## config.mk

```make
export PLATFORM = sky130hd
export DESIGN_NAME = ffra_cell
export DESIGN_NICKNAME = d
export VERILOG_FILES = /design/src/rtl/ffra_pkg.sv /design/src/rtl/ffra_cell.sv
export SDC_FILE = /design/constraint.sdc
export NUM_CORES = 1
export LEC_CHECK = 0
export ABC_AREA = 1
export BUFFER_PORTS_ARGS = -buffer_cell sky130_fd_sc_hd__buf_4
export CAP_MARGIN = 20
export CORE_ASPECT_RATIO = 1.1
export CORE_MARGIN = 2
export CORE_UTILIZATION = 50
export CTS_BUF_LIST = sky130_fd_sc_hd__clkbuf_4
export CTS_CLUSTER_SIZE = 12
export DETAILED_ROUTE_END_ITERATION = 6
export PLACE_DENSITY = 0.92
export SYNTH_ARGS = -nofsm -noshare
export SYNTH_HDL_FRONTEND = slang
export SYNTH_SLANG_ARGS = --single-unit
```

## constraint.sdc

```tcl
create_clock -name clk -period 3.9 [get_ports clk]
set_input_delay 0.195 -clock clk [delete_from_list [all_inputs] [get_ports clk]]
set_output_delay 0.195 -clock clk [all_outputs]
set_load 0.05 [all_outputs]
```

## src/rtl/ffra_pkg.sv

```systemverilog
// Shared constants, codes and types of the first-fit register run allocator.
// Used by the cell, controller, top level and checker; depends on nothing.
package ffra_pkg;

  localparam int FILE_ENTRIES = 128;
  localparam int IDX_W        = $clog2(FILE_ENTRIES);
  localparam int LEN_W        = 8;
  localparam int REG_W        = 13;
  localparam int BASE_W       = 12;
  localparam int STATUS_W     = 2;
  localparam int IN_DATA_W    = 24;
  localparam int OUT_DATA_W   = 16;
  // The run counter must hold the file size and compare against any 8-bit length.
  localparam int CNT_W = ($clog2(FILE_ENTRIES + 1) > LEN_W) ? $clog2(FILE_ENTRIES + 1) : LEN_W;

  localparam logic KIND_ALLOC = 1'b0;
  localparam logic KIND_FREE  = 1'b1;

  localparam logic [STATUS_W-1:0] ST_DONE     = 2'd0;
  localparam logic [STATUS_W-1:0] ST_NO_ROOM  = 2'd1;
  localparam logic [STATUS_W-1:0] ST_BAD_FREE = 2'd2;

  typedef enum logic [1:0] {
    CTRL_IDLE,
    CTRL_SCAN,
    CTRL_DONE
  } ctrl_state_t;

  // Scan wave that travels one cell per cycle down the chain.
  typedef struct packed {
    logic             valid;
    logic             kind;
    logic [CNT_W-1:0] count;
    logic             found;
    logic             bad;
    logic [IDX_W-1:0] start;
  } wave_t;

  // Broadcast update of the occupancy bits over an index range.
  typedef struct packed {
    logic             en;
    logic             set;
    logic [IDX_W-1:0] lo;
    logic [IDX_W-1:0] hi;
  } commit_t;

endpackage

```

## src/rtl/ffra_cell.sv

```systemverilog
// One occupancy cell of the allocator chain: holds one entry's bit and
// advances the scan wave by one position. Depends on ffra_pkg.
module ffra_cell (
  input  logic                        clk,
  input  logic                        rst,
  input  logic [ffra_pkg::IDX_W-1:0]  idx,
  input  logic [ffra_pkg::LEN_W-1:0]  run_length,
  input  logic [ffra_pkg::IDX_W-1:0]  range_lo,
  input  logic [ffra_pkg::IDX_W-1:0]  range_hi,
  input  ffra_pkg::commit_t           commit,
  input  ffra_pkg::wave_t             wave_in,
  output ffra_pkg::wave_t             wave_out
);

  logic                          occ;
  ffra_pkg::wave_t               wave_next;
  logic [ffra_pkg::CNT_W-1:0]    count_inc;
  logic [ffra_pkg::CNT_W:0]      start_wide;
  logic                          in_range;

  always_comb begin
    wave_next  = wave_in;
    count_inc  = wave_in.count + 1'b1;
    in_range   = (idx >= range_lo) && (idx <= range_hi);
    start_wide = (ffra_pkg::CNT_W + 1)'(idx) + (ffra_pkg::CNT_W + 1)'(1)
               - (ffra_pkg::CNT_W + 1)'(run_length);
    if (wave_in.kind == ffra_pkg::KIND_ALLOC) begin
      if (!wave_in.found) begin
        if (occ) begin
          wave_next.count = '0;
        end else begin
          wave_next.count = count_inc;
          if (count_inc == ffra_pkg::CNT_W'(run_length)) begin
            wave_next.found = 1'b1;
            wave_next.start = start_wide[ffra_pkg::IDX_W-1:0];
          end
        end
      end
    end else begin
      // A free must find every entry of its run in use.
      if (in_range && !occ) begin
        wave_next.bad = 1'b1;
      end
    end
  end

  always_ff @(posedge clk) begin
    if (rst) begin
      wave_out.valid <= 1'b0;
    end else begin
      wave_out <= wave_next;
    end
  end

  always_ff @(posedge clk) begin
    if (rst) begin
      occ <= 1'b0;
    end else if (commit.en && (idx >= commit.lo) && (idx <= commit.hi)) begin
      occ <= commit.set;
    end
  end

endmodule

```

; ---- After elaboration in Yosys (flattened, before gate mapping)
; Cells that the tools add are included.
[word_totals]
register_bits = 20
[op_classes]
add_sub_neg = 3
n_lt_le_gt_ge = 4
n_eq_ne = 1
muxes = 11
reduce_logical = 5
[op_table]
columns = operator, count
row1 = 7-bit two-way mux, 4
row2 = 9-bit two-way mux, 2
row3 = 7-bit greater-or-equal comparator, 2
row4 = 7-bit <= comparator, 2
row5 = "8-bit by 1-bit adder with 8-bit output, second input constant", 1
row6 = 8-bit equality test, 1
row7 = 8-bit two-way mux, 1
row8 = "7-bit by 1-bit adder with 7-bit output, second input constant", 1
row9 = 7-bit subtractor, 1
row10 = 1-bit logical AND, 4
row11 = 1-bit two-way mux, 4
row12 = 1-bit zero test, 1

; ---- Depth between registers and ports, before layout
[depth]
ltp_word = 6
depth_mapped = 15
mapped_depth_nobuf = 15

; ---- Least setup slack after synthesis
; No wires, ideal clock.
[synth_path]
path_kind = input port to flip-flop
from = input port idx[1] in the netlist's numbering
to = register wave_out[5] in the netlist's numbering (data pin)
setup_time_ns = 0.249
arrival_time_ns = 1.647
path_slack_ns = 2.003
path_stages = 11
path_buffers = 0
cell_sequence = inv_1 > ha_1 > inv_1 > ha_1 > inv_1 > fa_1 > o21ai_0 > xnor2_1 > nand3_1 > nand2_1 > inv_1
[synth_rtl]
columns = item, line_no
row1 = from (decl), ffra_cell.sv:6  ; input logic [ffra_pkg::IDX_W-1:0] idx,
row2 = to (signal assigned), ffra_cell.sv:51  ; wave_out <= wave_next;
row3 = to (decl), ffra_cell.sv:12  ; output ffra_pkg::wave_t wave_out

==> impl_metrics.yaml <==
status:
  status: "finished, final reports clean"
pwr:
  p_sw_uw: 254
  cellLeakagePower_uw: 0.00169
  power_density_mw_per_mm2: 223
  power_frac_clock: 0.150
  ir_drop_mv: 0.131
  swShare: 0.377
  combPwrFrac: 0.474
  p_int_uw: 421
  seq_power_share: 0.376
routing:
  drt-initial-drc-count: 202
  drtAntennaViolNets: 0
  wirelength_um: 5900
  dr.pass1.iters: 4
  viasPerCell: 5.31
  drcViolationCount: 0
  vias: 2430
  wl_per_cell_um: 12.9
yosys:
  synth_top_family_by_area: "simple AND/OR/NAND/NOR gates"
  synth_top_cell_by_area: "edfxtp_1"
  synth.area.mux_share: 0
  netlist_instances: 318
  yosys-top-cells-area: "edfxtp_1, ha_1, inv_1"
  synthFlopType: "edfxtp_1"
  synthXorXnorAreaFrac: 0.0227
  ys_seq_area_frac: 0.251
  syn_area_per_cell_um2: 7.29
  async_flop_share: 0
  synth_commonest_cells: "inv_1, nand2_1, ha_1, nand3_1, edfxtp_1"
  syn_nets: 425
  yosysWarnings: 0
  synthSimpleGateAreaFrac: 0.282
  synth.distinct_cells: 27
  yosys.area.top_type_share: 0.233
  synthAdderAreaFrac: 0.225
  synth_compound_area_frac: 0.103
  ys_ff_latch: 20
  synth_most_common_cell: "inv_1"
  syn-cell-area_mm2: 0.00232
  synth-edff-count: 18
die:
  dieArea_mm2: 0.00520
  io_pins: 85
  start_util: 0.529
  die_h_um: 75.4
  rows: 25
  die_x_um: 68.9
  core-area_mm2: 0.00438
run:
  max-cap-violations: 0
setup_path:
  crit_start: "idx[1]"
  cp_data_arrival_time_ns: 1.93
  path_class: "input pin to flop"
  start_kind: "input pin"
  end_kind: "flop"
  cp_data_required_time_ns: 3.97
  rr_worst_depth: 10
  critPathMaxFanout: 5
  r2r-start: "occ"
clocking:
  cts.clk_slew.worst_paths_ns: 0.11
  cts_tree: "done"
  cts_resized: 0
  numClockSinks: 20
  cts_hold_buf: 0
  htree_levels: 1
  cts.repair_timing.setup_buffer_count: 0
  cts_made_buffers: 3
  cts_root_buf: "clkbuf_4"
  clkLatencyLatePin_ns: 0.30
  cts_max_path_buffers: 2
global_routing:
  grt_max_degree: 20
  grt_usage: 0.236
  antenna_found_initial: 0
  grt_pass1_wl_um: 9410
  overflow: 0
  grt_pass1_vias: 2380
sta:
  fin_crit_ns: 1.86
  hold_viol: 0
  post-route-period-util: 0.477
  setup_violations: 0
  fmax_mhz: 538
  relSlewSlack: 0.520
  grt_setup_unrepaired: "no"
  worst_pin_slew_ns: 0.720
  fin_tns_setup_ns: 0
  fin_skew_ns: 0.00923
  drv_slew: 0
placed_design:
  globalplace.congestion: 0.912
  dpl_cell_area_mm2: 0.00300
  port_buffers: 84
  dp_hpwl_um: 5210
min_path:
  min_from: "rst"
  hold_class: "input pin to flop"
  hold_depth: 2
layout:
  nNetsFinal: 512
  drive_above_1_share: 0.267
  area_delta_synth_final_pct: 30.7
  n_antenna_cell: 0
  design_area_mm2: 0.00303
## routing by layer
layer | GRT usage | share of wire
met5 | 0 | 0
met4 | 0.0893 | 0.024
met3 | 0.0310 | 0.089
met2 | 0.458 | 0.52
met1 | 0.256 | 0.37
## sequential cells by signal, indices dropped and copies added, names as in the netlist
register and flops:
occ 1, wave_out 19
## cell families (layout without fill, tap and decap cells)
kind of cell	Yosys count	after routing
flops	20	20
compound gates	43	43
xor+xnor	6	6
fa+ha+maj	41	41
simple gates	137	137
buf+inv	71	157
## power groups by stage
| stage | combinational, uW | sequential (uW) | clock [uW] |
|---|---|---|---|
| detailed placement | 318 | 259 | 0 |
| finish | 320 | 254 | 101 |
| floorplan | 154 | 304 | 0 |
| CTS | 320 | 254 | 99.9 |
| global route | 355 | 255 | 108 |
| global placement | 308 | 258 | 0 |
## stage by stage
stage | setup WS [ns] | util | cells | hold slack, ns | power, uW
after floorplan | 2.00 | - | 318 | 0.266 | 459
after global placement | 1.82 | 0.686 | 454 | 0.363 | 567
after detailed placement | 1.71 | 0.686 | 454 | 0.371 | 577
after CTS | 2.04 | 0.692 | 458 | 0.0532 | 674
after global routing | 1.89 | 0.692 | 458 | 0.0416 | 718
final | 2.04 | 0.692 | 458 | 0.0508 | 675
## path summary, 6_finish.rpt
kind / end / slack (ns)
min reg2reg: occ / 0.59
max reg2reg: wave_out[0] / 2.36
max: wave_out[5] / 2.04
min: wave_out[18] / 0.05
## worst max-delay path, stage by stage
cell	delay, ns
buf_4	0.11
inv_1	0.04
ha_1	0.29
inv_1	0.07
ha_1	0.18
inv_1	0.06
fa_1	0.39
o21ai_0	0.23
xnor2_1	0.15
nand3_1	0.09
nand2_1	0.07
inv_1	0.04
## layout by cell type (no fill, tap or decap), types with 4 or more instances in the layout
cell type  Yosys  layout
buf_4          1      84
a21oi_1       17      17
o21ai_0       13      13
nor2_1        15      15
inv_1         66      66
edfxtp_1      18      18
nand3_2        6       6
nand2_1       63      63
nand2_2        5       5
nand4_1       11      11
nor2_2         6       6
ha_1          40      40
nand3_1       28      28
o211ai_1       4       4
## area by class of cell
class	count	area, um^2
flip-flops and latches	20	581
inverters	69	259
well taps	54	67.6
repair buffers	84	631
multi-input cells	227	1470
fillers	378	1350
clock inverters	1	3.75
clock buffers	3	22.5
(Power assumes the default switching activity.)
