==> config.mk <==
export PLATFORM = sky130hd
export DESIGN_NAME = ffra_ctrl
export DESIGN_NICKNAME = d
export VERILOG_FILES = /design/src/rtl/ffra_pkg.sv /design/src/rtl/ffra_ctrl.sv
export SDC_FILE = /design/constraint.sdc
export NUM_CORES = 1
export LEC_CHECK = 0
export BUFFER_PORTS_ARGS = -buffer_cell sky130_fd_sc_hd__buf_4
export CORE_MARGIN = 3
export CORE_UTILIZATION = 40
export DETAILED_ROUTE_END_ITERATION = 10
export GPL_ROUTABILITY_DRIVEN = 0
export PLACE_DENSITY_LB_ADDON = 0.3
export SYNTH_ARGS = -nofsm -noshare
export SYNTH_HDL_FRONTEND = slang
export SYNTH_SLANG_ARGS = --single-unit
==> constraint.sdc <==
create_clock -name clk -period 3.85 [get_ports clk]
set_input_delay 0.385 -clock clk [delete_from_list [all_inputs] [get_ports clk]]
set_output_delay 0.385 -clock clk [all_outputs]
set_load 0.1 [all_outputs]
==> src/rtl/ffra_pkg.sv <==
// Shared constants, codes and types of the first-fit register run allocator.
// Used by the cell, controller, top level and checker; depends on nothing.
package ffra_pkg;

  localparam int FILE_ENTRIES = 128;
  localparam int IDX_W        = $clog2(FILE_ENTRIES);
  localparam int LEN_W        = 8;
  localparam int REG_W        = 13;
  localparam int BASE_W       = 12;
  localparam int STATUS_W     = 2;
  localparam int IN_DATA_W    = 24;
  localparam int OUT_DATA_W   = 16;
  // The run counter must hold the file size and compare against any 8-bit length.
  localparam int CNT_W = ($clog2(FILE_ENTRIES + 1) > LEN_W) ? $clog2(FILE_ENTRIES + 1) : LEN_W;

  localparam logic KIND_ALLOC = 1'b0;
  localparam logic KIND_FREE  = 1'b1;

  localparam logic [STATUS_W-1:0] ST_DONE     = 2'd0;
  localparam logic [STATUS_W-1:0] ST_NO_ROOM  = 2'd1;
  localparam logic [STATUS_W-1:0] ST_BAD_FREE = 2'd2;

  typedef enum logic [1:0] {
    CTRL_IDLE,
    CTRL_SCAN,
    CTRL_DONE
  } ctrl_state_t;

  // Scan wave that travels one cell per cycle down the chain.
  typedef struct packed {
    logic             valid;
    logic             kind;
    logic [CNT_W-1:0] count;
    logic             found;
    logic             bad;
    logic [IDX_W-1:0] start;
  } wave_t;

  // Broadcast update of the occupancy bits over an index range.
  typedef struct packed {
    logic             en;
    logic             set;
    logic [IDX_W-1:0] lo;
    logic [IDX_W-1:0] hi;
  } commit_t;

endpackage

==> src/rtl/ffra_ctrl.sv <==
// Sequencer of the allocator: takes items, launches the scan wave, applies
// the update and holds the result register. Depends on ffra_pkg.
module ffra_ctrl (
  input  logic                            clk,
  input  logic                            rst,
  input  logic                            cfg_we,
  input  logic [ffra_pkg::BASE_W-1:0]     cfg_wdata,
  input  logic                            s_tvalid,
  output logic                            s_tready,
  input  logic [ffra_pkg::IN_DATA_W-1:0]  s_tdata,
  input  logic [0:0]                      s_tuser,
  output logic                            m_tvalid,
  input  logic                            m_tready,
  output logic [ffra_pkg::OUT_DATA_W-1:0] m_tdata,
  output logic [ffra_pkg::STATUS_W-1:0]   m_tuser,
  output ffra_pkg::wave_t                 wave_first,
  input  ffra_pkg::wave_t                 wave_last,
  output logic [ffra_pkg::LEN_W-1:0]      run_length,
  output logic [ffra_pkg::IDX_W-1:0]      range_lo,
  output logic [ffra_pkg::IDX_W-1:0]      range_hi,
  output ffra_pkg::commit_t               commit
);

  ffra_pkg::ctrl_state_t             state;
  ffra_pkg::ctrl_state_t             state_next;
  logic [ffra_pkg::BASE_W-1:0]       base_address;
  logic                              kind_q;
  logic [ffra_pkg::STATUS_W-1:0]     pend_status;
  logic [ffra_pkg::REG_W-1:0]        pend_grant;

  logic                              accept;
  logic                              scan_end;
  logic                              load_out;
  logic [ffra_pkg::LEN_W-1:0]        in_len;
  logic [ffra_pkg::REG_W-1:0]        in_reg;
  logic [ffra_pkg::REG_W:0]          pos_wide;
  logic [ffra_pkg::REG_W:0]          end_wide;
  logic                              free_bad;
  logic [ffra_pkg::CNT_W:0]          alloc_hi_wide;

  assign in_len   = s_tdata[ffra_pkg::LEN_W-1:0];
  assign in_reg   = s_tdata[ffra_pkg::LEN_W +: ffra_pkg::REG_W];
  assign s_tready = (state == ffra_pkg::CTRL_IDLE);
  assign accept   = s_tvalid && s_tready;
  assign scan_end = (state == ffra_pkg::CTRL_SCAN) && wave_last.valid;
  assign load_out = (state == ffra_pkg::CTRL_DONE) && (!m_tvalid || m_tready);

  always_comb begin
    pos_wide = {1'b0, in_reg} - (ffra_pkg::REG_W + 1)'(base_address);
    end_wide = pos_wide + (ffra_pkg::REG_W + 1)'(in_len);
    free_bad = (in_len == '0)
            || (in_reg < ffra_pkg::REG_W'(base_address))
            || (pos_wide >= (ffra_pkg::REG_W + 1)'(ffra_pkg::FILE_ENTRIES))
            || (end_wide > (ffra_pkg::REG_W + 1)'(ffra_pkg::FILE_ENTRIES));
    alloc_hi_wide = (ffra_pkg::CNT_W + 1)'(wave_last.start)
                  + (ffra_pkg::CNT_W + 1)'(run_length) - (ffra_pkg::CNT_W + 1)'(1);
  end

  always_comb begin
    state_next = state;
    case (state)
      ffra_pkg::CTRL_IDLE: begin
        if (accept) state_next = ffra_pkg::CTRL_SCAN;
      end
      ffra_pkg::CTRL_SCAN: begin
        if (wave_last.valid) state_next = ffra_pkg::CTRL_DONE;
      end
      ffra_pkg::CTRL_DONE: begin
        if (!m_tvalid || m_tready) state_next = ffra_pkg::CTRL_IDLE;
      end
      default: state_next = ffra_pkg::CTRL_IDLE;
    endcase
  end

  always_ff @(posedge clk) begin
    if (rst) begin
      state <= ffra_pkg::CTRL_IDLE;
    end else begin
      state <= state_next;
    end
  end

  always_ff @(posedge clk) begin
    if (rst) begin
      base_address <= '0;
    end else if (cfg_we) begin
      base_address <= cfg_wdata;
    end
  end

  // The wave enters cell 0 for exactly one cycle per item.
  always_ff @(posedge clk) begin
    if (rst) begin
      wave_first.valid <= 1'b0;
    end else begin
      wave_first.valid <= accept;
      if (accept) begin
        wave_first.kind  <= s_tuser[0];
        wave_first.count <= '0;
        wave_first.found <= 1'b0;
        wave_first.bad   <= (s_tuser[0] == ffra_pkg::KIND_FREE) && free_bad;
        wave_first.start <= '0;
        kind_q           <= s_tuser[0];
        run_length       <= in_len;
        range_lo         <= pos_wide[ffra_pkg::IDX_W-1:0];
        range_hi         <= ffra_pkg::IDX_W'(end_wide - (ffra_pkg::REG_W + 1)'(1));
      end
    end
  end

  always_ff @(posedge clk) begin
    if (rst) begin
      commit.en <= 1'b0;
    end else begin
      commit.en <= scan_end && ((kind_q == ffra_pkg::KIND_ALLOC) ? wave_last.found
                                                                  : !wave_last.bad);
      if (scan_end) begin
        if (kind_q == ffra_pkg::KIND_ALLOC) begin
          if (wave_last.found) begin
            commit.set  <= 1'b1;
            commit.lo   <= wave_last.start;
            commit.hi   <= alloc_hi_wide[ffra_pkg::IDX_W-1:0];
            pend_status <= ffra_pkg::ST_DONE;
            pend_grant  <= ffra_pkg::REG_W'(base_address)
                         + ffra_pkg::REG_W'(wave_last.start);
          end else begin
            pend_status <= ffra_pkg::ST_NO_ROOM;
            pend_grant  <= '0;
          end
        end else begin
          pend_grant <= '0;
          if (!wave_last.bad) begin
            commit.set  <= 1'b0;
            commit.lo   <= range_lo;
            commit.hi   <= range_hi;
            pend_status <= ffra_pkg::ST_DONE;
          end else begin
            pend_status <= ffra_pkg::ST_BAD_FREE;
          end
        end
      end
    end
  end

  always_ff @(posedge clk) begin
    if (rst) begin
      m_tvalid <= 1'b0;
    end else if (load_out) begin
      m_tvalid <= 1'b1;
      m_tdata  <= ffra_pkg::OUT_DATA_W'(pend_grant);
      m_tuser  <= pend_status;
    end else if (m_tready) begin
      m_tvalid <= 1'b0;
    end
  end

endmodule

; ---- Yosys cells after proc, flatten, opt, wreduce, memory -nomap -nowiden
; Cells that the tools add are included.
[op_classes]
n_addsub = 6
magnitude_cmp = 3
n_eq_ne = 6
muxes = 13
n_bitwise = 2
n_reduce_logical = 21
[ops]
columns = cell, count
row1 = 2-to-1 mux 15 bit, 3
row2 = adder 14 x 8 -> 14 bit, 1
row3 = >= comparator 14 x 8 -> 1 bit (second input constant), 1
row4 = greater-than comparator 14 x 8 -> 1 bit (second input constant), 1
row5 = subtractor 13 x 12 -> 14 bit, 1
row6 = subtractor 7 x 1 -> 7 bit (second input constant), 2
row7 = adder 12 x 7 -> 13 bit, 1
row8 = less-than comparator 13 x 12 -> 1 bit, 1
row9 = 2-to-1 mux 2 bit, 5
row10 = logical NOT 8 bit, 1
row11 = adder 7 bit, 1
row12 = one-hot mux 2 bit (3 select lines), 1
row13 = AND reduction 2 bit, 3
row14 = logical AND 1 bit, 5
row15 = logical OR 1 bit, 4
row16 = 2-to-1 mux 1 bit, 4
row17 = != test 2 x 1 -> 1 bit (second input constant), 2
row18 = != test 2 bit (second input constant), 2
row19 = AND reduction 4 bit, 1
row20 = nonzero test 2 bit, 2
row21 = AND reduction 3 bit, 1
row22 = == test 2 x 1 -> 1 bit (second input constant), 1
row23 = == test 2 bit (second input constant), 1
row24 = logical NOT 1 bit, 2
row25 = other kinds (3), 4
[word_totals]
register_bits = 86
input_bits = 61
out_inout_bits = 77
wordCells = 68

; ---- Longest topological paths before layout
; Gate-level depths: netlist (run 1).
[logic_depth]
depth_word = 5
mapped_depth = 16
depth_no_buf = 16

; ---- Worst setup path before layout (run 1)
; OpenSTA, ideal clock, no wires.
[synth_path]
path_type = input port to flip-flop
startpoint = input port s_tdata[8] in the netlist's numbering
endpoint = register wave_first[7] in the netlist's numbering, data pin
setup_ns = 0.276
arrival_ns = 2.727
t_required_ns = 3.574
path_slack_ns = 0.847
cell_stages = 15
n_path_buf = 0
cell_sequence = inv_1 > ha_1 > inv_1 > fa_1 > a21o_1 > a21oi_1 > xnor2_1 > ha_1 > o21a_1 > o31a_1 > o21ai_1 > nand2b_1 > xor2_1 > o31ai_4 > a41oi_2
[synth_via]
elab_chain_cells = 5
elab_cells_between_ends = 9
cone_classes = add/sub (2) / order compare (3) / reduce/logical (4)
[synth_lines]
columns = element, line_no
row1 = start: declaration, ffra_ctrl.sv:10  ; input logic [ffra_pkg::IN_DATA_W-1:0] s_tdata,
row2 = subtractor 13 x 12 -> 14 bit (*), ffra_ctrl.sv:49  ; pos_wide = {1'b0, in_reg} - (ffra_pkg::REG_W + 1)'(base_address);
row3 = "via pos_wide, one bit", ffra_ctrl.sv:36  ; logic [ffra_pkg::REG_W:0] pos_wide;
row4 = adder 14 x 8 -> 14 bit or >= comparator 14 x 8 -> 1 bit (tied branches), "ffra_ctrl.sv:50, ffra_ctrl.sv:53"
row5 = greater-than comparator 14 x 8 -> 1 bit or logical OR 1 bit (tied branches), "ffra_ctrl.sv:54, ffra_ctrl.sv:53"
row6 = logical OR 1 bit (*), ffra_ctrl.sv:54  ; || (end_wide > (ffra_pkg::REG_W + 1)'(ffra_pkg::FILE_ENTRIES));
row7 = logical AND 1 bit (*), ffra_ctrl.sv:101  ; wave_first.bad <= (s_tuser[0] == ffra_pkg::KIND_FREE) && free_bad;
row8 = end: declaration, ffra_ctrl.sv:16  ; output ffra_pkg::wave_t wave_first,
; The timed path passes the listed nets; every way through them passes the cells marked *.
; A chain may end at the register's enable or synchronous reset.

; ---- Worst setup path in the final report (run 1)
[layout_path]
startpoint = register base_address[0] in the netlist's numbering
endpoint = register wave_first[7] in the netlist's numbering, data pin
[layout_via]
elab_chain_cells = 5
elab_cells_between_ends = 9
cone_classes = add/sub (2) / order compare (3) / reduce/logical (4)
[layout_lines]
columns = element, line_no
row1 = start: declaration, ffra_ctrl.sv:26  ; logic [ffra_pkg::BASE_W-1:0] base_address;
row2 = start signal: assignment, ffra_ctrl.sv:87  ; base_address <= cfg_wdata;
row3 = subtractor 13 x 12 -> 14 bit (*), ffra_ctrl.sv:49
row4 = "via pos_wide, one bit", ffra_ctrl.sv:36
row5 = adder 14 x 8 -> 14 bit or >= comparator 14 x 8 -> 1 bit (tied branches), "ffra_ctrl.sv:50, ffra_ctrl.sv:53"
row6 = greater-than comparator 14 x 8 -> 1 bit or logical OR 1 bit (tied branches), "ffra_ctrl.sv:54, ffra_ctrl.sv:53"
row7 = logical OR 1 bit (*), ffra_ctrl.sv:54
row8 = logical AND 1 bit (*), ffra_ctrl.sv:101
; Marked as above.

==> results of run 1 <==
==> worst register-to-register path, delay by kind of cell (launching register included) <==
kind                     cells  cell delay (ns)
AND/OR/NAND/NOR              3             0.36
buffers and inverters        1             0.05
flip-flops                   1             0.42
XOR/XNOR                     2             0.41
adder cells (fa/ha/maj)      3             0.96
AO/OA/AOI/OAI                6             0.99
==> per-stage QoR <==
stage / cells / cell area [µm²]
after floorplan: 452 / 4940
after global placement: 676 / 5770
after detailed placement: 676 / 5770
after CTS: 692 / 6080
after global routing: 692 / 6080
final: 692 / 6080
==> area by class of cell <==
| cell class | instances | area, µm² |
|---|---|---|
| clock buffer | 9 | 225 |
| clock inverter | 7 | 86.3 |
| fill | 1057 | 5580 |
| inverter | 50 | 188 |
| multi-input combinational | 288 | 2170 |
| sequential | 86 | 2410 |
| tap | 143 | 179 |
| timing repair buffer | 109 | 818 |
==> layout by cell type, fill, tap and decap left out, types with 3 or more instances in the layout <==
cell                        count
sky130_fd_sc_hd__edfxtp_1      69
sky130_fd_sc_hd__dfxtp_1       17
sky130_fd_sc_hd__nor2b_1        3
sky130_fd_sc_hd__o21a_1         5
sky130_fd_sc_hd__nor3_1         6
sky130_fd_sc_hd__ha_1          41
sky130_fd_sc_hd__o21ai_1        3
sky130_fd_sc_hd__a21o_1         7
sky130_fd_sc_hd__clkbuf_16      9
sky130_fd_sc_hd__o21ai_0       17
sky130_fd_sc_hd__a21oi_1       22
sky130_fd_sc_hd__nor4_1         3
sky130_fd_sc_hd__fa_1           4
sky130_fd_sc_hd__xnor2_1       18
sky130_fd_sc_hd__conb_1        19
sky130_fd_sc_hd__nand2b_1      10
sky130_fd_sc_hd__mux2i_1       13
sky130_fd_sc_hd__inv_1         50
sky130_fd_sc_hd__xor2_1        11
sky130_fd_sc_hd__o21ai_2        4
sky130_fd_sc_hd__nand2_1       18
sky130_fd_sc_hd__buf_4        109
sky130_fd_sc_hd__nor2_1        36
sky130_fd_sc_hd__nand3_1        5
==> logic make-up (layout without fill, tap and decap cells) <==
kind of cell | after synthesis | in the layout
xor gates and xnor gates | 30 | 30
other | 1 | 19
DFF | 86 | 86
adders and majority gates | 45 | 45
muxes | 16 | 16
buffers and inverters | 78 | 175
and+or+nand+nor | 98 | 98
AOI/OAI and AO/OA | 80 | 80
==> where the power goes <==
part	switching [µW]	internal (µW)
Sequential	25.4	1060
Clock	383	517
Combinational	573	270
Total	982	1850
==> per-layer routing <==
layer / up-vias / wire length [µm]
li1: 1702 / -
met1: 1519 / 4820
met2: 105 / 5160
met3: 16 / 490
met4: 0 / 274
met5: - / 0
==> worst min-delay path by stage <==
stage	end	slack (ns)
CTS	kind_q	0.21
finish	kind_q	0.23
global route	kind_q	0.21
floorplan	m_tdata[0]	0.40
global placement	m_tdata[0]	0.40
detailed placement	m_tuser[1]	0.41
==> sequential cells by signal (all words and copies together) (netlist names) <==
signal and count:
commit 16, m_tdata 13, pend_grant 13, base_address 12, run_length 8, range_hi 7, range_lo 7, m_tuser 2
pend_status 2, state 2, wave_first 2, kind_q 1, m_tvalid 1
==> results.txt, run 1 <==
- Element type at the critical path end: flip-flop
- After detailed routing, the number of vias per cell comes to around 4.8.
* Cell type of the slowest stage on the worst timing path: sky130_fd_sc_hd__dfxtp_1
- Compound-cell area share of the yosys netlist: 12.0%
- The synthesized netlist devotes between 10 and 15% of its cell area to adder and majority cells.
- For this design the ratio of total power to cell area is roughly 470 nW/µm².
- Worst Setup Slack post-DPL: 0.381 ns
- Met2 track demand over resource: 26.2%
- For this run, design rule violations remaining after detail routing come to 0.
* Starting Density: approximately two fifths
- Root buffer cell: sky130_fd_sc_hd__clkbuf_16
* Leftover overflow at the end of global routing: 0
- Simple-gate area share of the yosys netlist: under 10%
- Worst setup margin: ~0.52 ns
- Highest clock frequency the design can meet: between 0.3 and 0.4 GHz
* Crit path launch type: flip-flop
- By area, the combinational part of the netlist is dominated by adder cells.
* Die outline width: ~120 µm
- Die Height: ~120 µm
- Layout Utilization: between 50% and 60%
- Area growth, synth to finish: 24.9%
- In this run, synthesis produced a sequential element count of 86.
* Area contributors post-synth: sky130_fd_sc_hd__edfxtp_1 43%, sky130_fd_sc_hd__ha_1 11%, sky130_fd_sc_hd__dfxtp_1 7.0%
- Family with the most delay on the worst path: compound AO/OA/AOI/OAI gates
- The final-report max-slew violation count came to 0.
* H-tree level count: 3
* Delay contributed by the slowest stage of the critical path: between 0.4 and 0.5 ns
* # Post-CTS Setup Buffers: 0
* Register clock-pin slew on the reported worst setup and hold paths: approximately 0.070 ns
- Origin of the critical flop-to-flop path: base_address[0]
* Worst-path fanout max: 3
- After legalization and detailed placement, the total HPWL measured between 8000 and 9000 µm.
- Cells after synthesis: about 430
- Following the worst setup path forward leads to its endpoint at wave_first[7].
- RR Endpoint: wave_first[7]
* Area share of the leading cell type in the synthesized netlist: between 40% and 50%
* Async set-or-reset flop fraction in the synthesized netlist: 0%
- The die covers 13500 µm².
- First-pass GRT wire length: about 17000 µm
- Count of instances resized after the clock tree is built: 0
- Max-cap violations in this run came to 0.
- Final Critical Period: 3.33 ns
- In this run the core area contains 39 standard-cell rows.
- The number of different library cells used by synthesis comes to a little over 60.
* Synth Cell Area: about 4900 µm²
* Final WL: between 10000 and 15000 µm
- Setup tns final: 0 ns
* Fin Hold WS: between 0.2 and 0.25 ns
* Commonest register cell after synthesis: sky130_fd_sc_hd__edfxtp_1
- In the synthesized netlist, mux cells make up 3.37% of the area.
- The setup check on the worst reg-to-reg path leaves a slack of between 0.5 and 0.6 ns.
* Initial antenna violation count: 0
- Count of buffering cells on the critical path with inverters included: 1
- Mean cell area of the mapped netlist: roughly 11 µm²
- Vias in the first global route: ~3200
* Detailed-route wire length per cell: 15.5 µm
- The first routing iteration left ~130 violations.
* Power Total: 2830 µW
- At the end of the flow, the number of nets in the layout was 650.
- Data arrives at the worst endpoint at 3.52 ns.
* Antenna Violating Nets Remaining: 0
* Most common cell in the netlist: sky130_fd_sc_hd__edfxtp_1
- Worst hold-check path type: in -> reg
* Core area: roughly 12000 µm²
- Setup violations, final: 0
- Entering global routing, the biggest net connects 31 pins.
* Xor and xnor area share after synthesis: 5.55%
* Critical path origin: base_address[0]
* Cell chain of the critical path: ha_1 -> inv_1 -> fa_1 -> a21o_1 -> and3_4 -> nand2b_1 -> a21oi_1 -> xnor2_1 -> ha_1 -> o21a_1 -> nor2_1 -> a21oi_1 -> xor2_1 -> o31ai_4 -> a41oi_2
- In this run, CTS created clock tree buffers numbering 9.
- Summed over all cells, the static leakage comes to around 0.0026 µW.
- Detailed routing inserted a total of between 3000 and 4000 vias.
- Number of buffers added on ports: about 110
- VDD IR-drop max: between 0.15 and 0.2 mV
* Crit share post-route: a little under 90%
- For this design, the CTS-stage hold fixing added 0 buffers.
* Number of enable-type register cells in the synthesized netlist: 69
* Clock tree from TritonCTS: built
- For the final database, setup skew stands at between 0.008 and 0.009 ns.
- Met1 Use GR: 21.3%
* GR peak layer: met2
- The startpoint identified for the worst hold timing path is s_tuser.
- Share of the yosys chip area belonging to registers: between 40 and 50%
* Crit path kind: reg -> reg
- First-pass DRT Iterations: 5
* Worst r2r path cells: 15
- Ranking of synthesized cells by instance count: 69 x sky130_fd_sc_hd__edfxtp_1, 50 x sky130_fd_sc_hd__inv_1, 41 x sky130_fd_sc_hd__ha_1, 36 x sky130_fd_sc_hd__nor2_1, 22 x sky130_fd_sc_hd__a21oi_1
- The worst pin sits at a relative slew slack of between 20% and 30%.
* Number of clock sinks seen by CTS: 86
* Worst-margin pin slew: ~1.1 ns
- The number of antenna diodes in the final layout is 0.
- Number of buffers between clock root and the deepest sink: 2
- Setup repair after global routing left no endpoint under its margin.
- Clock insertion delay at the later pin of the skew report: about 0.34 ns
* GRT met3 Usage: under 10%
- Number of warnings printed during yosys synthesis: 0
- Counting instances, the worst hold path has a depth of 1.
- I/O pin total: around 140
- Fraction of final layout cells sized beyond drive strength 1: between 20% and 30%
* All-layer global routing usage: 16.3%
* Number of failing hold endpoints at the final stage: 0
- Most area-hungry cell type in the Yosys netlist: sky130_fd_sc_hd__edfxtp_1
- Cell depth of the worst setup path: 15
* Data required time at the worst endpoint: 4.04 ns
- Outcome: finished clean
(Power assumes the default switching activity.)
==> run 2, diff against run 1 <==
- CTS_CLUSTER_SIZE: default -> 25
- GPL_TIMING_DRIVEN: default -> 0
==> run 2 against run 1 <==
Net effect: global-route usage rose by 0.28 points; first-iteration DRC count rose by 11%; utilization grew 1.5 points; register-to-register slack got worse by 0.06 ns; setup slack got worse by 0.061 ns; worst hold slack got worse by 0.00060 ns; cell count rose by 3.9%; sequential share of layout area is 1.1 points lower.
==> results.txt, run 2 (synthesis gave the netlist of run 1 again) <==
- Die outline width: 116 µm (unchanged)
* Final Critical Period: 3.39 ns (was 3.33 ns)
* Most frequent cells in the layout: 125 x sky130_fd_sc_hd__buf_4, 69 x sky130_fd_sc_hd__edfxtp_1, 50 x sky130_fd_sc_hd__inv_1 (was 109 x sky130_fd_sc_hd__buf_4, 69 x sky130_fd_sc_hd__edfxtp_1, 50 x sky130_fd_sc_hd__inv_1)
- Starting Density: 41.8% (unchanged)
* Fraction of final layout cells sized beyond drive strength 1: 29.3% (was 27.3%)
- The via count of the first global-routing pass was 3540 (was 3233).
- Worst-margin pin slew: 1.07 ns (was 1.10 ns)
- Unrepaired setup endpoints after global routing: false (unchanged).
- Most flop-heavy register: commit (unchanged)
* Worst r2r path cells: 14 (was 15)
- The initial antenna violation count came to 0 (unchanged).
- The category of the worst setup path capture point was a flip-flop (unchanged).
* Setup violations, final: 0 (unchanged)
- Data required time at the worst endpoint: 3.93 ns (was 4.04 ns)
- The quantity of gates resized following cts came to 0 (unchanged).
- The iteration-0 DRC count of the detailed router is 148 (was 133).
- Root buffer cell: sky130_fd_sc_hd__clkbuf_16 (unchanged)
- The headroom to the max-slew limit is 28.2% (was 26.2%).
- The launch point of the critical path is base_address[0] (unchanged).
- Data arrival time of the worst path: 3.47 ns (was 3.52 ns)
- The wire length of the first global-routing pass is 17100 µm (was 16500 µm).
* Final cell area excluding filler cells: 6260 µm² (was 6080 µm²)
- The post-cts hold buffer count came to 0 (unchanged).
- Worst Setup Slack post-DPL: 0.343 ns (was 0.381 ns)
- Worst-path fanout max: 3 (unchanged)
- Origin of the critical flop-to-flop path: base_address[0] (unchanged)
* Flip-flop count of the largest register, all copies and words added: 16 (unchanged)
* Pin count of the biggest net entering global routing: 18 (was 31)
* # Post-CTS Setup Buffers: 0 (unchanged)
* Outcome: finished clean (unchanged)
* Final WL: 10900 µm (was 10700 µm)
* Number of max-slew violations in the final report: 0 (unchanged)
- Setup tns final: 0 ns (unchanged)
* Count of standard-cell rows: 39 (unchanged)
- The number of clock sinks was 86 (unchanged).
- The post-route non-filler standard cell count came to 719 (was 692).
- The area after detailed placement came to 5950 µm² (was 5770 µm²).
* All-layer global routing usage: 16.6% (was 16.3%)
- Leftover overflow at the end of global routing: 0 (unchanged)
- Crit share post-route: 88.1% (was 86.5%)
- Clock insertion delay at the later pin of the skew report: 0.35 ns (was 0.34 ns)
- The wire length per cell after detailed routing is 15.2 µm (was 15.5 µm).
- The highest ir drop seen on vdd was 0.209 mV (was 0.173 mV).
- I/O pin total: 138 (unchanged)
- The full die area was 13500 µm² (unchanged).
- Number of buffers between clock root and the deepest sink: 2 (unchanged)
- The power per cell area came to 453 nW/µm² (was 465 nW/µm²).
* Total number of vias: 3441 (was 3342)
- Number of remaining DRC errors: 0 (unchanged)
- The setup slack of the critical path after layout was 0.459 ns (was 0.520 ns).
* Leakage power figure: 0.00273 µW (was 0.00262 µW)
- Area growth, synth to finish: 28.5% (was 24.9%)
* CTS Buf Count: 9 (unchanged)
- The number of violations of the max-capacitance limit is 0 (unchanged).
- The die height came to 116 µm (unchanged).
- The number of H-tree branching levels was 3 (unchanged).
- The register clock-pin slew on the reported worst setup and hold paths is 0.07 ns (about the same).
- The number of hold violations in the final report was 0 (unchanged).
- The kind of launch point of the worst setup path was a flip-flop (unchanged).
- The TritonCTS clock tree is built (unchanged).
- Core area: 11700 µm² (unchanged)
- The number of iterations in the first detailed-routing pass was 4 (was 5).
- Avg Vias per Cell: 4.79 (was 4.83)
- The filler cell count in the final layout is 1008 (was 1057).
- The commonest non-fill, non-tap cell in the layout is sky130_fd_sc_hd__buf_4 (unchanged).
- The count of antenna diodes in the layout is 0 (unchanged).
- The worst-case register-to-register setup slack is 0.46 ns (was 0.52 ns).
* Post-detail-place hpwl: 9090 µm (was 8830 µm)
* Number of placed instances, taps included: 703 (was 676)
- Fin Hold WS: 0.226 ns (about the same)
- The class of the most critical setup path was reg -> reg (unchanged).
* Highest clock frequency the design can meet: 0.295 GHz (was 0.300 GHz)
- Endpoint of the worst setup timing path: wave_first[7] (unchanged)
* Largest regs: commit: 16 flops, m_tdata: 13 flops, pend_grant: 13 flops (unchanged)
* Worst clock skew on the final layout: 0.0121 ns (was 0.00895 ns)
- The endpoint of the most critical register-to-register path is wave_first[7] (unchanged).
- The remaining antenna violation count came to 0 (unchanged).
- Number of buffers added on ports: 105 (was 106)
- The final net count came to 677 (was 650).
* Worst hold-check path type: in -> reg (unchanged)
## run 2: worst min-delay path by stage
| stage | start | to | depth (start not counted) |
|---|---|---|---|
| after floorplan | pend_grant[0] | m_tdata[0] | 0 |
| after global placement | pend_status[1] | m_tuser[1] | 0 |
| after detailed placement | pend_grant[4] | m_tdata[4] | 0 |
| after CTS | s_tuser | kind_q | 1 |
| after global routing | s_tuser | kind_q | 1 |
| final | s_tuser | kind_q | 1 |
## run 2: per-layer routing
| metal | share of wire [%] | routed length [µm] | global-route usage (%) | vias to the layer above |
|---|---|---|---|---|
| met5 | 0 | 0 | 0 | - |
| met4 | 1.9 | 202 | 5.80 | 0 |
| met1 | 43 | 4690 | 20.8 | 1577 |
| met3 | 5.5 | 605 | 4.25 | 16 |
| li1 | - | - | - | 1747 |
| met2 | 50 | 5410 | 27.8 | 101 |
## run 2: layout make-up
cell class / instances / area (µm²) / area share, %
plain buffers: 28 / 180 / 2.88
clock buffers: 10 / 239 / 3.82
clock inverters: 6 / 67.6 / 1.08
inverters: 50 / 188 / 3.00
multi-input cells: 288 / 2170 / 34.7
flip-flops and latches: 86 / 2410 / 38.5
well taps: 143 / 179 / 2.86
repair buffers: 108 / 822 / 13.1
## run 2: critical path, stage by stage (launching register included)
cell and delay (ns):
sky130_fd_sc_hd__dfxtp_1 0.43, sky130_fd_sc_hd__ha_1 0.20, sky130_fd_sc_hd__inv_1 0.05, sky130_fd_sc_hd__fa_1 0.41
sky130_fd_sc_hd__a21o_1 0.19, sky130_fd_sc_hd__a21oi_1 0.21, sky130_fd_sc_hd__xnor2_1 0.19, sky130_fd_sc_hd__ha_1 0.33
sky130_fd_sc_hd__o21a_1 0.12, sky130_fd_sc_hd__o31a_1 0.11, sky130_fd_sc_hd__o21ai_1 0.14, sky130_fd_sc_hd__nand2b_1 0.10
sky130_fd_sc_hd__xor2_1 0.20, sky130_fd_sc_hd__o31ai_4 0.31, sky130_fd_sc_hd__a41oi_2 0.14
## run 2: through the flow
| step | power, µW | util, % |
|---|---|---|
| 4_1_cts | 2860 | 53.7 |
| 6_report | 2840 | 53.7 |
| 3_5_place_dp | 1970 | 51.1 |
| 5_1_grt | 2960 | 53.7 |
| 2_1_floorplan | 1780 | - |
| 3_3_place_gp | 1950 | 50.6 |
## run 2: where the power goes
part,internal (µW),total (µW),switching (µW)
logic,285,859,575
registers,1060,1090,26.7
clock network,524,889,366
==> run 3, diff against run 2 <==
- CELL_PAD_IN_SITES_DETAIL_PLACEMENT: default -> 1
- CELL_PAD_IN_SITES_GLOBAL_PLACEMENT: default -> 1
==> run 3 against run 2 <==
Net effect: via count up 3.1%; utilization about the same; largest power group unchanged; die area unchanged; critical endpoint unchanged; worst hold slack better by 0.011 ns; wire length up 15%; clock skew down 0.0068 ns; cell count unchanged.
==> results.txt, run 3 (synthesis gave the netlist of run 1 again) <==
* Outcome: finished clean (unchanged)
- Flip-flop count of the largest register, all copies and words added: 16 (unchanged)
* Number of buffers between clock root and the deepest sink: 2 (unchanged)
* I/O pin total: 138 (unchanged)
* CTS Buf Count: 9 (unchanged)
- The number of rows in the core area was 39 (unchanged).
* Clock tree from TritonCTS: built (unchanged)
- The sequential share of power is 38.0% (was 38.3%).
* Detailed-route wire length per cell: 17.5 µm (was 15.2 µm)
- Most frequent cells in the layout: 125 x sky130_fd_sc_hd__buf_4, 69 x sky130_fd_sc_hd__edfxtp_1, 50 x sky130_fd_sc_hd__inv_1 (unchanged)
- Number of clock sinks seen by CTS: 86 (unchanged)
- # Post-CTS Setup Buffers: 0 (unchanged)
- The proportion of layout cells with a drive suffix above 1 came to 29.3% (unchanged).
- Final #Nets: 677 (unchanged)
- Post-cts hold buffer count: 0 (unchanged)
- The total buffers and inverters traversed by the critical path was 1 (unchanged).
- The endpoint of the most critical register-to-register path is wave_first[7] (unchanged).
* Proportion of power drawn by combinational gates: 30.9% (was 30.3%)
- Switching part of the total: 34.6% (was 34.1%)
- Family with the most delay on the worst path: compound AO/OA/AOI/OAI gates (unchanged)
* Cell type of the slowest stage on the worst timing path: sky130_fd_sc_hd__fa_1 (was sky130_fd_sc_hd__dfxtp_1)
- The portion of total power attributed to the clock network came to 31.1% (was 31.4%).
- The via count of the first global-routing pass came to 3777 (was 3540).
- Number of max-slew violations in the final report: 0 (unchanged)
- The portion of the clock cycle consumed by the worst path in the final layout came to 87.1% (was 88.1%).
- Non-filler cells in the finished layout: 719 (unchanged)
* Count of instances resized after the clock tree is built: 0 (unchanged)
- The shortest period the worst path allows was 3.35 ns (was 3.39 ns).
- Core area: 11700 µm² (unchanged)
* Register clock-pin slew on the reported worst setup and hold paths: 0.07 ns (about the same)
* Crit path launch type: flip-flop (unchanged)
* Worst clock skew on the final layout: 0.00532 ns (was 0.0121 ns)
* Clock insertion delay at the later pin of the skew report: 0.35 ns (about the same)
* Most flop-heavy register: commit (unchanged)
- The remaining antenna violation count came to 0 (unchanged).
- Maximum capacitance violations: 0 (unchanged)
- Unrepaired setup endpoints after global routing: false (unchanged)
- Leakage power figure: 0.00272 µW (was 0.00273 µW)
- Endpoint of the worst setup timing path: wave_first[7] (unchanged)
- The power per cell area came to 457 nW/µm² (was 453 nW/µm²).
- Number of buffers added on ports: 105 (unchanged)
* Data required time at the worst endpoint: 3.93 ns (about the same)
* Element type at the critical path end: flip-flop (unchanged)
* Root buffer cell: sky130_fd_sc_hd__clkbuf_16 (unchanged)
- The count of antenna diodes in the layout came to 0 (unchanged).
- The iteration-0 DRC count of the detailed router is 129 (was 148).
- Reg-to-reg setup timing slack: 0.50 ns (was 0.46 ns)
- Number of placed instances, taps included: 703 (unchanged)
* Internal cell power: 1870 µW (about the same)
* Die Height: 116 µm (unchanged)
* Data arrival time of the worst path: 3.43 ns (was 3.47 ns)
- The number of H-tree branching levels came to 3 (unchanged).
* Cell depth of the worst setup path: 14 (unchanged)
- The headroom to the max-slew limit is 27.4% (was 28.2%).
- The utilization of the core after routing came to 53.7% (about the same).
- Crit path kind: reg -> reg (unchanged)
- Setup tns final: 0 ns (unchanged)
* Worst-path fanout max: 3 (unchanged)
- Startpoint of the tightest hold check path: s_tuser (unchanged)
* Die outline width: 116 µm (unchanged)
- The post-detailed-route via-to-cell ratio came to 4.93 (was 4.79).
- Initial antenna violation count: 0 (unchanged)
- The cell occurring most often along the worst timing path was sky130_fd_sc_hd__ha_1 (unchanged).
* Highest clock frequency the design can meet: 0.298 GHz (was 0.295 GHz)
* Origin of the critical flop-to-flop path: base_address[0] (unchanged)
- The highest ir drop seen on vdd is 0.193 mV (was 0.209 mV).
* Largest regs: commit: 16 flops, m_tdata: 13 flops, pend_grant: 13 flops (unchanged)
- Worst-margin pin slew: 1.08 ns (was 1.07 ns)
- The commonest non-fill, non-tap cell in the layout is sky130_fd_sc_hd__buf_4 (unchanged).
- The number of DRC violations after detailed routing is 0 (unchanged).
* Delay contributed by the slowest stage of the critical path: 0.40 ns (was 0.43 ns)
- Starting Density: 41.8% (unchanged)
* Post-detail-place hpwl: 10300 µm (was 9090 µm)
- Number of filler instances in the final layout: 1262 (was 1008)
* Critical path origin: base_address[0] (unchanged)
- Number of failing hold endpoints at the final stage: 0 (unchanged)
- The aggregate global routing overflow is 0 (unchanged).
* Worst r2r path cells: 14 (unchanged)
* First-pass DRT Iterations: 4 (unchanged)
- Area growth, synth to finish: 28.6% (was 28.5%)
* Total number of vias: 3546 (was 3441)
- Full die area: 13500 µm² (unchanged)
- The overall routed net length is 12600 µm (was 10900 µm).
- The net switching power of the design came to 990 µW (was 967 µW).
* First-pass GRT wire length: 19600 µm (was 17100 µm)
- The setup violation total in the final timing report is 0 (unchanged).
* Worst hold-check path type: in -> reg (unchanged)
* Cell chain of the critical path: ha_1 -> inv_1 -> fa_1 -> a21o_1 -> a21oi_1 -> xnor2_1 -> ha_1 -> o21a_1 -> o31a_1 -> o21ai_1 -> nand2b_1 -> xor2_1 -> o31ai_4 -> a41oi_2 (unchanged)
* Pin count of the biggest net entering global routing: 18 (unchanged)
- The total routing resource utilization after global routing is 19.3% (was 16.6%).
## run 3: cell types whose count changed in the layout (fill, tap and decap cells not counted), sizes merged
cell	before	now
clkinvlp	2	3
inv	52	51
## run 3: worst min-delay path by stage
stage | slack (ns) | to | depth (start not counted)
after global routing | 0.22 | kind_q | 1
after floorplan | 0.40 | m_tdata[0] | 0
after global placement | 0.40 | m_tuser[0] | 0
after detailed placement | 0.41 | m_tdata[0] | 0
final | 0.24 | kind_q | 1
after CTS | 0.23 | run_length[6] | 1
## run 3: worst register-to-register path: stages (launching register included)
cell,delay [ns]
sky130_fd_sc_hd__dfxtp_1,0.39
sky130_fd_sc_hd__ha_1,0.19
sky130_fd_sc_hd__inv_1,0.06
sky130_fd_sc_hd__fa_1,0.40
sky130_fd_sc_hd__a21o_1,0.19
sky130_fd_sc_hd__a21oi_1,0.18
sky130_fd_sc_hd__xnor2_1,0.21
sky130_fd_sc_hd__ha_1,0.35
sky130_fd_sc_hd__o21a_1,0.13
sky130_fd_sc_hd__o31a_1,0.11
sky130_fd_sc_hd__o21ai_1,0.16
sky130_fd_sc_hd__nand2b_1,0.11
sky130_fd_sc_hd__xor2_1,0.20
sky130_fd_sc_hd__o31ai_4,0.27
sky130_fd_sc_hd__a41oi_2,0.14
## run 3: power groups by stage
stage	sequential, µW	combinational, µW	clock [µW]
2_1_floorplan	1270	509	0
3_3_place_gp	1110	842	0
3_5_place_dp	1110	881	0
4_1_cts	1090	888	911
5_1_grt	1090	953	940
6_report	1090	884	890
## run 3: area by class of cell
class                   instances  area [µm²]  area share (%)
repair buffers                108         822            13.1
plain buffers                  28         180            2.88
clock buffers                  10         239            3.82
flip-flops and latches         86        2410            38.5
clock inverters                 6        70.1            1.12
well taps                     143         179            2.86
multi-input cells             288        2170            34.7
inverters                      50         188            3.00
## run 3: stage by stage
stage / power [µW] / hold WS [ns] / cell area [µm²] / setup WS (ns)
2_1_floorplan: 1780 / 0.400 / 4940 / 0.847
3_3_place_gp: 1950 / 0.402 / 5910 / 0.212
3_5_place_dp: 1990 / 0.405 / 5950 / 0.346
4_1_cts: 2890 / 0.225 / 6260 / 0.487
5_1_grt: 2980 / 0.223 / 6260 / 0.325
6_report: 2860 / 0.237 / 6260 / 0.497
## run 3: metal layers
layer / up-vias / global-route usage [%] / part of all wire [%]
li1: 1746 / - / -
met1: 1686 / 23.5 / 43
met2: 93 / 33.8 / 50
met3: 21 / 3.78 / 4.5
met4: 0 / 7.50 / 2.5
met5: - / 0 / 0
